<file path="config.mk">
export PLATFORM = sky130hd
export DESIGN_NAME = exp_taylor_horner_top
export DESIGN_NICKNAME = d
export VERILOG_FILES = /design/src/rtl/ehorn_pkg.sv /design/src/rtl/ehorn_cell.sv /design/src/rtl/ehorn_mac.sv /design/src/rtl/exp_taylor_horner_top.sv
export SDC_FILE = /design/constraint.sdc
export NUM_CORES = 2
export LEC_CHECK = 0
export BUFFER_PORTS_ARGS = -buffer_cell sky130_fd_sc_hd__buf_2
export CAP_MARGIN = 20
export CORE_MARGIN = 2
export CORE_UTILIZATION = 56
export DETAILED_ROUTE_END_ITERATION = 10
export PLACE_DENSITY = 0.73
export SLEW_MARGIN = 20
export SYNTH_ARGS = -nofsm -noshare
export SYNTH_HDL_FRONTEND = slang
export SYNTH_HIERARCHICAL = 1
export SYNTH_SLANG_ARGS = --single-unit
</file>
<file path="constraint.sdc">
create_clock -name clk -period 9.5 [get_ports clk]
set_clock_uncertainty 0.15 [all_clocks]
set_input_delay 0 -clock clk [delete_from_list [all_inputs] [get_ports clk]]
set_output_delay 0 -clock clk [all_outputs]
set_load 0.03 [all_outputs]
</file>
<file path="src/rtl/ehorn_pkg.sv">
`default_nettype none
package ehorn_pkg;

  localparam int MAX_TERMS  = 64;
  localparam int FRAC_BITS  = 24;
  localparam int X_W        = 16;
  localparam int X_FRAC     = 11;
  localparam int OUT_W      = 48;
  localparam int TERM_W     = 7;
  localparam int TERM_RESET = 25;
  localparam int STEP_W     = $clog2(MAX_TERMS);

  // limb engine: the working word is split over LIMBS cells of LIMB_W bits
  localparam int LIMB_W  = 16;
  localparam int LIMBS   = 4;
  localparam int WORD_W  = LIMB_W * LIMBS;
  localparam int SUB_W   = $clog2(LIMBS);
  localparam int RECIP_W = FRAC_BITS + 1;
  localparam int MULT_W  = RECIP_W + 1;
  localparam int PROD_W  = LIMB_W + 1 + MULT_W;
  localparam int SUM_W   = PROD_W + 1;
  localparam int ACC_W   = SUM_W - LIMB_W;
  localparam int Q_W     = ACC_W + WORD_W - FRAC_BITS;

  localparam int RONE = 1 << FRAC_BITS;

  // reciprocal of the divisor, rounded to nearest; the entry for zero is never read
  localparam logic [RECIP_W-1:0] RECIP_TABLE [MAX_TERMS] = '{
    RECIP_W'(RONE),                RECIP_W'((RONE + 1/2) / 1),
    RECIP_W'((RONE + 2/2) / 2),    RECIP_W'((RONE + 3/2) / 3),
    RECIP_W'((RONE + 4/2) / 4),    RECIP_W'((RONE + 5/2) / 5),
    RECIP_W'((RONE + 6/2) / 6),    RECIP_W'((RONE + 7/2) / 7),
    RECIP_W'((RONE + 8/2) / 8),    RECIP_W'((RONE + 9/2) / 9),
    RECIP_W'((RONE + 10/2) / 10),  RECIP_W'((RONE + 11/2) / 11),
    RECIP_W'((RONE + 12/2) / 12),  RECIP_W'((RONE + 13/2) / 13),
    RECIP_W'((RONE + 14/2) / 14),  RECIP_W'((RONE + 15/2) / 15),
    RECIP_W'((RONE + 16/2) / 16),  RECIP_W'((RONE + 17/2) / 17),
    RECIP_W'((RONE + 18/2) / 18),  RECIP_W'((RONE + 19/2) / 19),
    RECIP_W'((RONE + 20/2) / 20),  RECIP_W'((RONE + 21/2) / 21),
    RECIP_W'((RONE + 22/2) / 22),  RECIP_W'((RONE + 23/2) / 23),
    RECIP_W'((RONE + 24/2) / 24),  RECIP_W'((RONE + 25/2) / 25),
    RECIP_W'((RONE + 26/2) / 26),  RECIP_W'((RONE + 27/2) / 27),
    RECIP_W'((RONE + 28/2) / 28),  RECIP_W'((RONE + 29/2) / 29),
    RECIP_W'((RONE + 30/2) / 30),  RECIP_W'((RONE + 31/2) / 31),
    RECIP_W'((RONE + 32/2) / 32),  RECIP_W'((RONE + 33/2) / 33),
    RECIP_W'((RONE + 34/2) / 34),  RECIP_W'((RONE + 35/2) / 35),
    RECIP_W'((RONE + 36/2) / 36),  RECIP_W'((RONE + 37/2) / 37),
    RECIP_W'((RONE + 38/2) / 38),  RECIP_W'((RONE + 39/2) / 39),
    RECIP_W'((RONE + 40/2) / 40),  RECIP_W'((RONE + 41/2) / 41),
    RECIP_W'((RONE + 42/2) / 42),  RECIP_W'((RONE + 43/2) / 43),
    RECIP_W'((RONE + 44/2) / 44),  RECIP_W'((RONE + 45/2) / 45),
    RECIP_W'((RONE + 46/2) / 46),  RECIP_W'((RONE + 47/2) / 47),
    RECIP_W'((RONE + 48/2) / 48),  RECIP_W'((RONE + 49/2) / 49),
    RECIP_W'((RONE + 50/2) / 50),  RECIP_W'((RONE + 51/2) / 51),
    RECIP_W'((RONE + 52/2) / 52),  RECIP_W'((RONE + 53/2) / 53),
    RECIP_W'((RONE + 54/2) / 54),  RECIP_W'((RONE + 55/2) / 55),
    RECIP_W'((RONE + 56/2) / 56),  RECIP_W'((RONE + 57/2) / 57),
    RECIP_W'((RONE + 58/2) / 58),  RECIP_W'((RONE + 59/2) / 59),
    RECIP_W'((RONE + 60/2) / 60),  RECIP_W'((RONE + 61/2) / 61),
    RECIP_W'((RONE + 62/2) / 62),  RECIP_W'((RONE + 63/2) / 63)
  };

  typedef enum logic [2:0] {
    ST_IDLE,
    ST_MUL_X,
    ST_SHIFT,
    ST_MUL_R,
    ST_FIN,
    ST_DONE
  } state_t;

  typedef struct packed {
    logic load;
    logic shift;
  } cell_ctrl_t;

  typedef struct packed {
    logic             enable;
    logic             first;
    logic             top;
    logic [ACC_W-1:0] init;
  } mac_ctrl_t;

endpackage
`default_nettype wire

</file>
<file path="src/rtl/ehorn_cell.sv">
`default_nettype none
module ehorn_cell (
  input  logic                         clk,
  input  ehorn_pkg::cell_ctrl_t        ctrl,
  input  logic [ehorn_pkg::LIMB_W-1:0] load_data,
  input  logic [ehorn_pkg::LIMB_W-1:0] shift_in,
  output logic [ehorn_pkg::LIMB_W-1:0] limb
);
  import ehorn_pkg::*;

  // parallel load wins over the shift toward the multiplier end
  always_ff @(posedge clk) begin
    if (ctrl.load) begin
      limb <= load_data;
    end else if (ctrl.shift) begin
      limb <= shift_in;
    end
  end

endmodule
`default_nettype wire

</file>
<file path="src/rtl/ehorn_mac.sv">
`default_nettype none
module ehorn_mac (
  input  logic                                clk,
  input  ehorn_pkg::mac_ctrl_t                ctrl,
  input  logic [ehorn_pkg::LIMB_W-1:0]        limb,
  input  logic signed [ehorn_pkg::MULT_W-1:0] mult,
  output logic [ehorn_pkg::LIMB_W-1:0]        emit,
  output logic signed [ehorn_pkg::ACC_W-1:0]  acc
);
  import ehorn_pkg::*;

  logic signed [LIMB_W:0]   digit;
  logic signed [PROD_W-1:0] prod;
  logic signed [ACC_W-1:0]  acc_in;
  logic signed [SUM_W-1:0]  sum;

  // only the top limb of a word carries the sign
  assign digit  = ctrl.top ? $signed({limb[LIMB_W-1], limb}) : $signed({1'b0, limb});
  assign prod   = digit * mult;
  assign acc_in = ctrl.first ? $signed(ctrl.init) : acc;
  assign sum    = SUM_W'(prod) + SUM_W'(acc_in);
  assign emit   = sum[LIMB_W-1:0];

  always_ff @(posedge clk) begin
    if (ctrl.enable) begin
      acc <= $signed(sum[SUM_W-1:LIMB_W]);
    end
  end

endmodule
`default_nettype wire

</file>
<file path="src/rtl/exp_taylor_horner_top.sv">
// channel   direction  handshake                 payload
// config    in         cfg_valid / cfg_ready     term_count [6:0]
// input     in         in_valid / in_stall       x_value [15:0] signed, Q5.11
// output    out        out_valid / out_stall     exp_value [47:0] signed Q24.24, overflow
//
// each horner step is a limb pass for the product with x, a realign state, a limb pass for
// the reciprocal and a saturate state; all through the one multiplier
// an item runs its horner steps and then moves its result into the output register, with the
// term count held to 2..64; the next beat is taken the cycle after that
// a stalled result holds in the output register; the engine waits if a second one is ready
// reset clears the control state and sets the held term count to 25
`default_nettype none
module exp_taylor_horner_top (
  input  logic                                clk,
  input  logic                                rst,
  input  logic                                cfg_valid,
  output logic                                cfg_ready,
  input  logic [ehorn_pkg::TERM_W-1:0]        term_count,
  input  logic                                in_valid,
  output logic                                in_stall,
  input  logic signed [ehorn_pkg::X_W-1:0]    x_value,
  output logic                                out_valid,
  input  logic                                out_stall,
  output logic signed [ehorn_pkg::OUT_W-1:0]  exp_value,
  output logic                                overflow
);
  import ehorn_pkg::*;

  state_t                   state;
  state_t                   state_next;
  logic [TERM_W-1:0]        term_reg;
  logic [SUB_W-1:0]         sub;
  logic [STEP_W-1:0]        step;
  logic [STEP_W-1:0]        step_first;
  logic signed [X_W-1:0]    x_reg;
  logic                     ovf;
  logic                     accept;
  logic                     out_free;
  logic                     last_limb;

  logic [LIMB_W-1:0]        limb [LIMBS];
  logic [WORD_W-1:0]        word;
  logic [WORD_W-1:0]        load_word;
  logic [WORD_W-1:0]        t_word;
  logic [LIMB_W-1:0]        emit;
  logic signed [ACC_W-1:0]  acc;
  logic signed [MULT_W-1:0] mult;
  cell_ctrl_t               cell_ctrl;
  mac_ctrl_t                mac_ctrl;

  logic signed [Q_W-1:0]    q;
  logic signed [Q_W-1:0]    v;
  logic                     sat_hi;
  logic                     sat_lo;
  logic [OUT_W-1:0]         v_clamp;

  assign cfg_ready = 1'b1;
  assign in_stall  = (state != ST_IDLE);
  assign accept    = in_valid && !in_stall;
  assign out_free  = !out_valid || !out_stall;
  assign last_limb = (sub == SUB_W'(LIMBS - 1));

  always_ff @(posedge clk) begin
    if (rst) begin
      term_reg <= TERM_W'(TERM_RESET);
    end else if (cfg_valid && cfg_ready) begin
      term_reg <= term_count;
    end
  end

  always_comb begin
    priority if (term_reg < TERM_W'(2)) begin
      step_first = STEP_W'(1);
    end else if (term_reg > TERM_W'(MAX_TERMS)) begin
      step_first = STEP_W'(MAX_TERMS - 1);
    end else begin
      step_first = STEP_W'(term_reg - TERM_W'(1));
    end
  end

  // limb chain: cell 0 feeds the multiplier, fresh limbs enter at the top
  for (genvar k = 0; k < LIMBS; k++) begin : g_cell
    logic [LIMB_W-1:0] shift_in;
    if (k == LIMBS - 1) begin : g_top
      assign shift_in = emit;
    end else begin : g_mid
      assign shift_in = limb[k+1];
    end
    ehorn_cell u_cell (
      .clk       (clk),
      .ctrl      (cell_ctrl),
      .load_data (load_word[k*LIMB_W +: LIMB_W]),
      .shift_in  (shift_in),
      .limb      (limb[k])
    );
    assign word[k*LIMB_W +: LIMB_W] = limb[k];
  end

  ehorn_mac u_mac (
    .clk  (clk),
    .ctrl (mac_ctrl),
    .limb (limb[0]),
    .mult (mult),
    .emit (emit),
    .acc  (acc)
  );

  // product with x already carries the half-lsb bias, so this is the rounded t
  assign t_word = {{X_FRAC{word[WORD_W-1]}}, word[WORD_W-1:X_FRAC]};

  assign q      = $signed({acc, word[WORD_W-1:FRAC_BITS]});
  assign v      = q + (Q_W'(1) << FRAC_BITS);
  assign sat_hi = !v[Q_W-1] && (v[Q_W-2:OUT_W-1] != '0);
  assign sat_lo = v[Q_W-1] && !(&v[Q_W-2:OUT_W-1]);

  always_comb begin
    priority if (sat_hi) begin
      v_clamp = {1'b0, {(OUT_W-1){1'b1}}};
    end else if (sat_lo) begin
      v_clamp = {1'b1, {(OUT_W-1){1'b0}}};
    end else begin
      v_clamp = v[OUT_W-1:0];
    end
  end

  always_comb begin
    unique case (state)
      ST_IDLE:  load_word = WORD_W'(1) << FRAC_BITS;
      ST_SHIFT: load_word = t_word;
      ST_FIN:   load_word = {{(WORD_W-OUT_W){v_clamp[OUT_W-1]}}, v_clamp};
      default:  load_word = '0;
    endcase
  end

  always_comb begin
    cell_ctrl.load    = accept || (state == ST_SHIFT) || (state == ST_FIN);
    cell_ctrl.shift   = (state == ST_MUL_X) || (state == ST_MUL_R);
    mac_ctrl.enable   = cell_ctrl.shift;
    mac_ctrl.first    = (sub == '0);
    mac_ctrl.top      = last_limb;
    mac_ctrl.init     = (state == ST_MUL_X) ? ACC_W'(1) << (X_FRAC - 1)
                                            : ACC_W'(1) << (FRAC_BITS - 1);
    mult              = (state == ST_MUL_X) ? MULT_W'(x_reg)
                                            : $signed({1'b0, RECIP_TABLE[step]});
  end

  always_ff @(posedge clk) begin
    if (rst) begin
      state <= ST_IDLE;
    end else begin
      state <= state_next;
    end
  end

  always_comb begin
    state_next = state;
    unique case (state)
      ST_IDLE: begin
        if (accept) state_next = ST_MUL_X;
      end
      ST_MUL_X: begin
        if (last_limb) state_next = ST_SHIFT;
      end
      ST_SHIFT: state_next = ST_MUL_R;
      ST_MUL_R: begin
        if (last_limb) state_next = ST_FIN;
      end
      ST_FIN: begin
        state_next = (step == STEP_W'(1)) ? ST_DONE : ST_MUL_X;
      end
      ST_DONE: begin
        if (out_free) state_next = ST_IDLE;
      end
      default: state_next = ST_IDLE;
    endcase
  end

  always_ff @(posedge clk) begin
    if (rst) begin
      sub  <= '0;
      step <= '0;
      ovf  <= 1'b0;
    end else begin
      if (accept) begin
        sub  <= '0;
        step <= step_first;
        ovf  <= 1'b0;
      end else begin
        if (cell_ctrl.shift) sub <= sub + SUB_W'(1);
        if (state == ST_FIN) begin
          ovf <= ovf | sat_hi | sat_lo;
          if (step != STEP_W'(1)) step <= step - STEP_W'(1);
        end
      end
    end
  end

  always_ff @(posedge clk) begin
    if (accept) x_reg <= x_value;
  end

  always_ff @(posedge clk) begin
    if (rst) begin
      out_valid <= 1'b0;
    end else if ((state == ST_DONE) && out_free) begin
      out_valid <= 1'b1;
    end else if (!out_stall) begin
      out_valid <= 1'b0;
    end
  end

  always_ff @(posedge clk) begin
    if ((state == ST_DONE) && out_free) begin
      exp_value <= $signed(word[OUT_W-1:0]);
      overflow  <= ovf;
    end
  end

  a_busy_after_accept: assert property (@(posedge clk) disable iff (rst)
    accept |=> in_stall)
    else $error("engine not busy after taking a beat");

  a_step_nonzero: assert property (@(posedge clk) disable iff (rst)
    (state != ST_IDLE) |-> (step != '0))
    else $error("divisor index reached zero while busy");

  a_result_from_done: assert property (@(posedge clk) disable iff (rst)
    $rose(out_valid) |-> $past(state == ST_DONE))
    else $error("result presented without finishing an item");

  a_realign_aligned: assert property (@(posedge clk) disable iff (rst)
    (state == ST_SHIFT) |-> (sub == '0))
    else $error("limb pass left unaligned");

endmodule
`default_nettype wire
</file>
==> summary.txt <==
Status
  – Status: finished, final reports clean

Timing
  – Hold Fails Final Rpt: 0
  – Tcrit/Tclk final: between 90% and 100%
  – Fmax: 0.1118 GHz
  – Final setup fails: 0
  – Final TNS setup: 0 ps
  – Worst relative slew slack: between 20% and 30%
  – Min cycle time layout: ~8900 ps
  – Fin. max-slew vios: 0
  – RSZ-0062 raised after global routing: no
  – Worst-Margin Slew: about 1100 ps

Final layout
  – Max FFs per register: 64
  – Most common cell after layout, fill and taps aside: inv_1
  – Layout net count: approximately 3700
  – Most frequent cells in the layout: inv_1, fa_1, nand2_1
  – Share of cells above drive strength 1: a little over a tenth
  – Top reg by flops: g_cell.u_cell/limb
  – Post-layout util: roughly three fifths
  – Biggest regs: g_cell.u_cell/limb: 64 flops, exp_value: 48 flops, u_mac/acc: 28 flops
  – Area delta synth->final: 7.493%
  – Final non-filler cell total: 3764

Critical path
  – Critical Path RT: approximately 9500 ps
  – Startpoint type of the worst setup path: register
  – Crit-path slowest cell: fa_1
  – Crit path max fanout: 17
  – Critical path class: register to register
  – Worst path max stage delay: ~550 ps
  – Cell mode on critical path: fa_1
  – Worst EP arrival: approximately 9000 ps
  – Worst setup EP type: register

Floorplan
  – Die area: a little over 0.05 mm²
  – Core ar.: about 0.050 mm²
  – Starting Density: 56.30%
  – # IOs: 80
  – Row Count: 82
  – Die width: between 200 and 250 µm
  – Die height: roughly 230 µm

Drt
  – Routed wire length: just under 80 mm
  – Antenna Nets Post-Route: 0
  – Highest metal used: met4
  – Vias/cell: 5.854
  – Avg WL per Cell: ~21 µm
  – Met2 Wirelength: between 30 and 40 mm
  – First-pass detailed-route iteration total: 7
  – Remaining DRCs: 0
  – WL met3: 5.314 mm
  – DRT met1 WL: ~31 mm
  – Total number of vias: between 20000 and 25000
  – DR iter-0 viols: between 2000 and 2500

Clock tree
  – Clk slew on worst S/H paths: around 80 ps
  – CTS tree: built
  – Root Buffer: clkbuf_16
  – Clock Latency Late Sink: between 400 and 500 ps
  – Post-CTS resize count: 0
  – H-tree Lvls: 4
  – CTS Buf Count: 17
  – Sink Count: 177
  – Max Buffers Root-to-Sink: 2

GRT
  – Vias in the first global route: ~23000
  – First-pass GRT wire length: between 100 and 150 mm
  – Final global-route overflow total: 0
  – Largest net degree at the start of global routing: 96
  – GRT Util Overall: a little under a third
  – Initial antenna violation count: 2

Synthesis
  – Instance count of the mapped netlist: ~3000
  – Simple-Gate Fraction of Synth Area: 14.67%
  – Syn Std Cell Area: 0.02807 mm²
  – Synth Area in Adders: between 30% and 40%
  – Post-synth EDFFs: between 150 and 200
  – Synth Flop Type: edfxtp_1
  – Synth warn: 6
  – Compound-gate portion of the synthesized area: between 10% and 20%
  – Register bit total from synthesis: 177
  – Yosys cell types: 90
  – Sequential share of the synthesized area: a little under a fifth
  – Async SR Flop Fraction: 0%
  – Largest family of logic cells by synthesized area: adder cells
  – Mux cell area share after synthesis: ~4.7%
  – Post-synthesis xor/xnor area fraction: 2.309%
  – Synth Area per Inst: just over 9 µm²

Flow run
  – Max-cap viol count: 0

Placed design
  – IO Port Bufs: about 80
  – Hpwl dp: 58.81 mm
  – Routability cong.: between 0.9 and 1
  – Inst Count DP: 3688

Hold path
  – Hold/Removal Path Class: input port to register
-- metal layers --
metal / up-vias / global-route usage, %
li1: 9698 / -
met1: 11150 / 40.03
met2: 982 / 50.16
met3: 199 / 3.600
met4: 0 / 13.21
met5: - / 0
-- worst paths after layout --
check | start | slack (ps) | end | cells past startpoint
setup / recovery | step[0] | 560 | u_mac/acc[23] | 30
hold / removal | x_value[10] | 110 | x_reg[10] | 2
setup reg to reg | step[0] | 560 | u_mac/acc[23] | 30
hold reg to reg | ovf | 300 | overflow | 0
-- final cells by class --
class / instances / area [µm²]
well taps: 672 / 840.8
clock buffers: 17 / 425.4
multi-input cells: 2116 / 20060
fillers: 4292 / 19690
inverters: 567 / 2128
diodes: 2 / 5.005
clock inverters: 15 / 175.2
flip-flops and latches: 177 / 5119
repair buffers: 198 / 1421
-- kinds of logic (layout without fill, tap and decap cells) --
group | Yosys count | count (layout)
compound gates | 426 | 426
xor+xnor | 74 | 74
fa+ha+maj | 590 | 590
buf+inv | 757 | 797
flops | 177 | 177
mux | 109 | 109
other cells | 2 | 29
simple gates | 890 | 890
-- Yosys cell counts, drive strengths merged (11+ instances only) --
| library cell | count | area [µm²] |
|---|---|---|
| o211ai | 14 | 110.1 |
| nand4 | 28 | 181.4 |
| nor2b | 14 | 87.58 |
| nand2 | 462 | 1734 |
| xor2 | 19 | 166.4 |
| o21ai | 73 | 372.9 |
| and3 | 14 | 87.58 |
| mux2i | 38 | 380.4 |
| edfxtp | 157 | 4715 |
| a21o | 22 | 165.2 |
| clkbuf | 143 | 536.8 |
| nor4 | 13 | 87.58 |
| inv | 565 | 2121 |
| o21a | 12 | 90.09 |
| nand3 | 32 | 160.2 |
| a22oi | 49 | 513.0 |
| fa | 463 | 9269 |
| nand2b | 11 | 68.82 |
| xnor2 | 55 | 481.7 |
| buf | 47 | 396.6 |
| nor2 | 120 | 450.4 |
| mux2 | 71 | 934.7 |
| and2 | 128 | 800.8 |
| ha | 127 | 1589 |
| a211oi | 20 | 155.1 |
| nor3 | 27 | 135.1 |
| dfxtp | 20 | 400.4 |
| a31oi | 14 | 87.58 |
| or2 | 16 | 100.1 |
| a21oi | 141 | 716.9 |
-- repair_timing --
action / in CTS / in global routing
hold buffers: 42 / 0
hold endpoints to repair: 36 / 0
buffers inserted: 0 / 0
-- per-stage QoR --
step                      setup slack (ps)  hold slack [ps]  cell area [µm²]
after global routing                 158.7            99.49            30170
after floorplan                      867.6           -80.93            28160
after CTS                            699.4            95.58            30170
final                                556.0            114.0            30170
after global placement               831.5            26.16            29150
after detailed placement             752.2            31.14            29150
-- worst max-delay path: cells and delay by family (launching register included) --
family	cells	cell delay, ps
flip-flops	1	530
AO/OA/AOI/OAI	10	2300
AND/OR/NAND/NOR	4	440
adder cells (fa/ha/maj)	9	4120
buffers and inverters	6	950
XOR/XNOR	1	140
Power is left out: the tool's default activity adds up to more than one toggle a clock period on the data nets, which glitch-free logic cannot reach.
